===== config.mk =====
export PLATFORM = sky130hd
export DESIGN_NAME = sls_cell
export DESIGN_NICKNAME = d
export VERILOG_FILES = /design/src/hw/rtl/sls_pkg.sv /design/src/hw/rtl/sls_cell.sv
export SDC_FILE = /design/constraint.sdc
export NUM_CORES = 1
export LEC_CHECK = 0
export BUFFER_PORTS_ARGS = -buffer_cell sky130_fd_sc_hd__buf_2
export CAP_MARGIN = 20
export CORE_ASPECT_RATIO = 0.6
export CORE_MARGIN = 1
export CORE_UTILIZATION = 50
export CTS_BUF_LIST = sky130_fd_sc_hd__clkbuf_8
export DETAILED_ROUTE_END_ITERATION = 10
export HOLD_SLACK_MARGIN = 0.08
export MAX_ROUTING_LAYER = met4
export PLACE_DENSITY = 0.89
export SETUP_SLACK_MARGIN = 0.1
export SYNTH_ARGS = -nofsm -noshare
export SYNTH_HDL_FRONTEND = slang
export SYNTH_SLANG_ARGS = --single-unit

===== constraint.sdc =====
create_clock -name clk -period 5.8 [get_ports clk]
set_input_delay 0 -clock clk [delete_from_list [all_inputs] [get_ports clk]]
set_output_delay 0 -clock clk [all_outputs]
set_load 0.005 [all_outputs]

===== src/hw/rtl/sls_pkg.sv =====
// Shared constants and cell control types for the sequential list store.
package sls_pkg;

	localparam int CAPACITY_DEF = 64;
	localparam int DATA_W       = 32;
	localparam int OP_W         = 3;
	localparam int POS_W        = 7;
	localparam int IN_W         = 48;
	localparam int OUT_W        = 48;

	// Operation codes carried in the op field; code seven is unused
	typedef enum logic [OP_W-1:0] {
		OP_INSERT = 3'd0,
		OP_DELETE = 3'd1,
		OP_LOCATE = 3'd2,
		OP_ROTATE = 3'd3,
		OP_REVERSE = 3'd4,
		OP_CLEAR  = 3'd5,
		OP_READ   = 3'd6
	} op_t;

	// What every cell does with its entry at a clock edge
	typedef enum logic [2:0] {
		ACT_HOLD,
		ACT_INSERT,
		ACT_DELETE,
		ACT_ROTATE,
		ACT_SWAP
	} cell_act_t;

	// Broadcast control word for the row of cells
	typedef struct packed {
		cell_act_t act;
		logic      parity;
		logic      cmp;
	} cell_ctl_t;

endpackage


===== src/hw/rtl/sls_cell.sv =====
// One list cell: holds an entry and its order tag, trades with its neighbors.
module sls_cell #(
	parameter int IDX_W = 6,
	parameter int CNT_W = 7
) (
	input  logic                              clk,
	input  sls_pkg::cell_ctl_t                ctl,
	input  logic [IDX_W-1:0]                  idx,
	input  logic [CNT_W-1:0]                  count,
	input  logic [IDX_W-1:0]                  pos_m1,
	input  logic signed [sls_pkg::DATA_W-1:0] value,
	input  logic                              past_gt,
	input  logic signed [sls_pkg::DATA_W-1:0] left_data,
	input  logic [IDX_W-1:0]                  left_tag,
	input  logic signed [sls_pkg::DATA_W-1:0] right_data,
	input  logic [IDX_W-1:0]                  right_tag,
	input  logic signed [sls_pkg::DATA_W-1:0] pick,
	output logic signed [sls_pkg::DATA_W-1:0] data,
	output logic [IDX_W-1:0]                  tag,
	output logic                              gt,
	output logic                              eq
);
	import sls_pkg::*;

	logic signed [DATA_W-1:0] data_q;
	logic [IDX_W-1:0]         tag_q;
	logic                     gt_q;
	logic                     eq_q;
	logic [CNT_W-1:0]         idx_c;
	logic [CNT_W-1:0]         nxt_c;
	logic                     in_range;
	logic                     at_end;
	logic                     pair_lo;

	// Position of this cell against the fill count
	assign idx_c    = CNT_W'(idx);
	assign nxt_c    = idx_c + CNT_W'(1);
	assign in_range = idx_c < count;
	assign at_end   = idx_c == count;
	assign pair_lo  = idx[0] == ctl.parity;

	// Compare flags and order tag are loaded when a word is taken
	always_ff @(posedge clk) begin
		if (ctl.cmp) begin
			gt_q  <= data_q > value;
			eq_q  <= data_q == value;
			tag_q <= idx;
		end else if (ctl.act == ACT_SWAP) begin
			if (pair_lo && (nxt_c < count) && (tag_q < right_tag)) begin
				tag_q <= right_tag;
			end else if (!pair_lo && (idx != '0) && in_range && (left_tag < tag_q)) begin
				tag_q <= left_tag;
			end
		end
	end

	// Entry update: shift toward a neighbor, take the new value or the picked entry, or hold
	always_ff @(posedge clk) begin
		case (ctl.act)
			ACT_INSERT: begin
				if (past_gt) begin
					data_q <= left_data;
				end else if ((gt_q && in_range) || at_end) begin
					data_q <= value;
				end
			end
			ACT_DELETE: begin
				if (idx >= pos_m1) begin
					data_q <= right_data;
				end
			end
			ACT_ROTATE: begin
				if (idx == '0) begin
					data_q <= pick;
				end else if (in_range) begin
					data_q <= left_data;
				end
			end
			ACT_SWAP: begin
				if (pair_lo && (nxt_c < count) && (tag_q < right_tag)) begin
					data_q <= right_data;
				end else if (!pair_lo && (idx != '0) && in_range && (left_tag < tag_q)) begin
					data_q <= left_data;
				end
			end
			default: begin
				data_q <= data_q;
			end
		endcase
	end

	assign data = data_q;
	assign tag  = tag_q;
	assign gt   = gt_q;
	assign eq   = eq_q;

endmodule

==> metrics.cfg <==
[pwr]
p_switching_uw=385.9
swShare_pct=36.92
p_int_uw=659.4
clockPowerShare_pct=18.9
vdd_drop_max_mv=0.1085
power.density_mw_per_mm2=161.3
p_leak_nw=3.156
comb_power_share_pct=44.3
power_mw=1.045
p_seq_share_pct=36.8

[yosys]
syn_inst=596
synth_top_area_cell=edfxtp_1
ys_top_cells_by_area=edfxtp_1, mux2i_1, ha_1
netlist_area_sq_mm=0.004992
synth-simple-area-share_pct=12.31
synth_edf_count=40
yosysSeqAreaShare_pct=24.06
yosysMostFrequentCell=mux2i_1
muxShareOfSynthArea_pct=20.45
synth-seq-cells=40
synthArstFlopShare_pct=0
ys_types=42
ys.flop_type=edfxtp_1
syn_avg_cell_area_sq_um=8.376
yosysTopAreaCellShare_pct=24.06
synth_compound_area_share_pct=18.92
synth_top_family_by_area=multiplexers
synthTopCellsByCount=mux2i_1, nor2_1, ha_1
yosys.area_share.xor_xnor_pct=0.8772
synth-adder-area-share_pct=15.79
yosys_warnings=0
synth_nets=825

[global_route]
grt_pass1_wl_mm=25.87
overflow=0
grt_start_max_net_pins=70
antenna_found_initial=0
grtUsageTotal_pct=33.24
grt_pass1_vias=5269

[finish]
area_growth_pct=29.85
fin_nets=1036
multi_input_area_sq_mm=0.003438
antenna_cells=0
nFillCells=738
layout-drive-gt1-share_pct=27.85
regArea_sq_mm=0.001201

[placement]
finalWeightedCongestion=0.9455
io_buffers=205
place_hpwl_mm=12.12
pre_cts_slack_ns=2.768

[sta]
rsz0062_at_grt=no
timing.final.crit_share_pct=56.76
hold_viol_final=0
setup_viol=0
finalClockSkew_ns=0.009079
slew_violations=0
period_minus_slack_ns=3.292
fmax_mhz=303.8
hold-worst-slack_ns=0.08246
setup_ws_ns=2.508
worstMarginPinSlew_ns=0.9334
fin_tns_setup_ns=0
relSlewSlack_pct=37.55

[clocking]
cts_buffer_depth=2
clock-root-buffer=clkbuf_8
numCtsBuffers=5
clk_latency_ns=0.31
clk_pin_slew_worst_paths_ns=0.09
cts-htree-levels=2
post_cts_buffers=0
clock-sinks=40
cts_tree=yes

[route]
drt_iter0_markers=570
vias=5486
drcViolationCount=0
totalWireLength_mm=16.64
ant_nets=0
drt-pass1-iter-count=5
via_per_inst=5.849
wire_per_inst_um=17.74

[status]
status=finished, final reports clean

[floorplanning]
initial_core_util_pct=52.97
ios=206
rows=27
die_area_sq_mm=0.01040
die_x_um=131
coreArea_sq_mm=0.009425
die_y_um=79.40

[critical_path]
critPathCaptureType=register
critical_path.top_delay_family=buffers and inverters
cp.arrival_ns=3.35
crit_fanout=38
cp.required_ns=5.86
cpMaxStageDelayCell=buf_4
crit_buf_inv=2
path_class=reg2reg
path_cells=ha_1 -> a21o_1 -> a211o_1 -> a211oi_4 -> buf_4 -> mux2i_1 -> o21ai_0 -> dlygate4sd3_1
start_kind=register
cp_slowest_stage_delay_ns=0.61

[min_path]
hp-class=in2reg

[flow_run]
max_cap_violations=0

-- layout by cell type (no fill, tap or decap), types with 2 or more instances in the layout --
| cell type | n |
|---|---|
| nor2_1 | 73 |
| o211a_1 | 2 |
| clkbuf_8 | 5 |
| mux2i_1 | 102 |
| nor2b_1 | 5 |
| o21ai_1 | 10 |
| nand2b_1 | 6 |
| a21oi_1 | 23 |
| nand2_1 | 26 |
| edfxtp_1 | 40 |
| or3_1 | 2 |
| clkinv_2 | 2 |
| a31oi_1 | 2 |
| xnor2_1 | 4 |
| nor4_1 | 2 |
| o21ai_0 | 62 |
| buf_4 | 5 |
| nor3_1 | 2 |
| a21o_1 | 8 |
| ha_1 | 63 |
| a211oi_4 | 2 |
| nand3_1 | 8 |
| buf_2 | 205 |
| a211oi_1 | 26 |
| o221ai_1 | 9 |
| inv_1 | 57 |
| nand4_1 | 7 |
| dlygate4sd3_1 | 28 |
| a221oi_1 | 3 |
| o31ai_1 | 2 |
-- through the flow --
stage,area (sq um),utilization (%),std cells
2_1_floorplan,4992,-,596
3_3_place_gp,6080,64.50,900
3_5_place_dp,6080,64.50,900
4_1_cts,6447,68.41,936
5_1_grt,6482,68.78,938
6_report,6482,68.78,938
-- repair_timing --
action	CTS	global route
resized for setup	0	0
hold endpoints to repair	19	0
hold buffers	28	0
-- flip-flops by register name, indices dropped and copies added, names as in the netlist --
name and flops:
data 32, eq 1, tag 6, gt 1
-- layer usage --
| metal | share of wire (%) | GRT usage, % | up-vias |
|---|---|---|---|
| met1 | 45 | 45.86 | 2509 |
| met2 | 43 | 50.90 | 364 |
| met3 | 10 | 5.228 | 29 |
| li1 | - | - | 2584 |
| met4 | 1.7 | 8.276 | 0 |
| met5 | 0 | - | - |
-- power groups by stage --
| stage | clock network [mW] | registers (mW) | logic, mW |
|---|---|---|---|
| after global routing | 0.215 | 0.387 | 0.513 |
| after CTS | 0.199 | 0.384 | 0.453 |
| after global placement | 0 | 0.390 | 0.416 |
| after floorplan | 0 | 0.387 | 0.250 |
| after detailed placement | 0 | 0.390 | 0.429 |
| final | 0.197 | 0.385 | 0.463 |
-- worst min-delay path: stages --
cell and delay (ns):
buf_2 0.09, mux2i_1 0.06, o21ai_0 0.13
-- final cells by class --
cell class / count / share of cell area (%)
multi-input combinational: 463 / 53.04
inverter: 57 / 3.301
tap: 130 / 2.509
sequential: 40 / 18.53
clock buffer: 5 / 1.062
timing repair buffer: 240 / 21.27
clock inverter: 3 / 0.2895
-- kinds of logic (layout without fill, tap and decap cells) --
kind of cell / after synthesis / in the layout
xor gates and xnor gates: 5 / 5
AOI/OAI and AO/OA: 154 / 154
DFF: 40 / 40
and+or+nand+nor: 139 / 139
adders and majority gates: 63 / 63
muxes: 102 / 102
buffers and inverters: 93 / 305
-- final timing paths --
| check | start | endpoint | slack [ns] | cells past startpoint |
|---|---|---|---|---|
| worst min register to register | data[2]$_DFFE_PP_ | eq$_DFFE_PP_ | 0.88 | 3 |
| worst max-delay path | tag[1]$_DFFE_PP_ | tag[5]$_DFFE_PP_ | 2.51 | 8 |
| worst max register to register | tag[1]$_DFFE_PP_ | tag[5]$_DFFE_PP_ | 2.51 | 8 |
| worst min-delay path | right_data[25] | data[25]$_DFFE_PP_ | 0.08 | 3 |
Note: power is estimated with default switching activity, not from simulation.
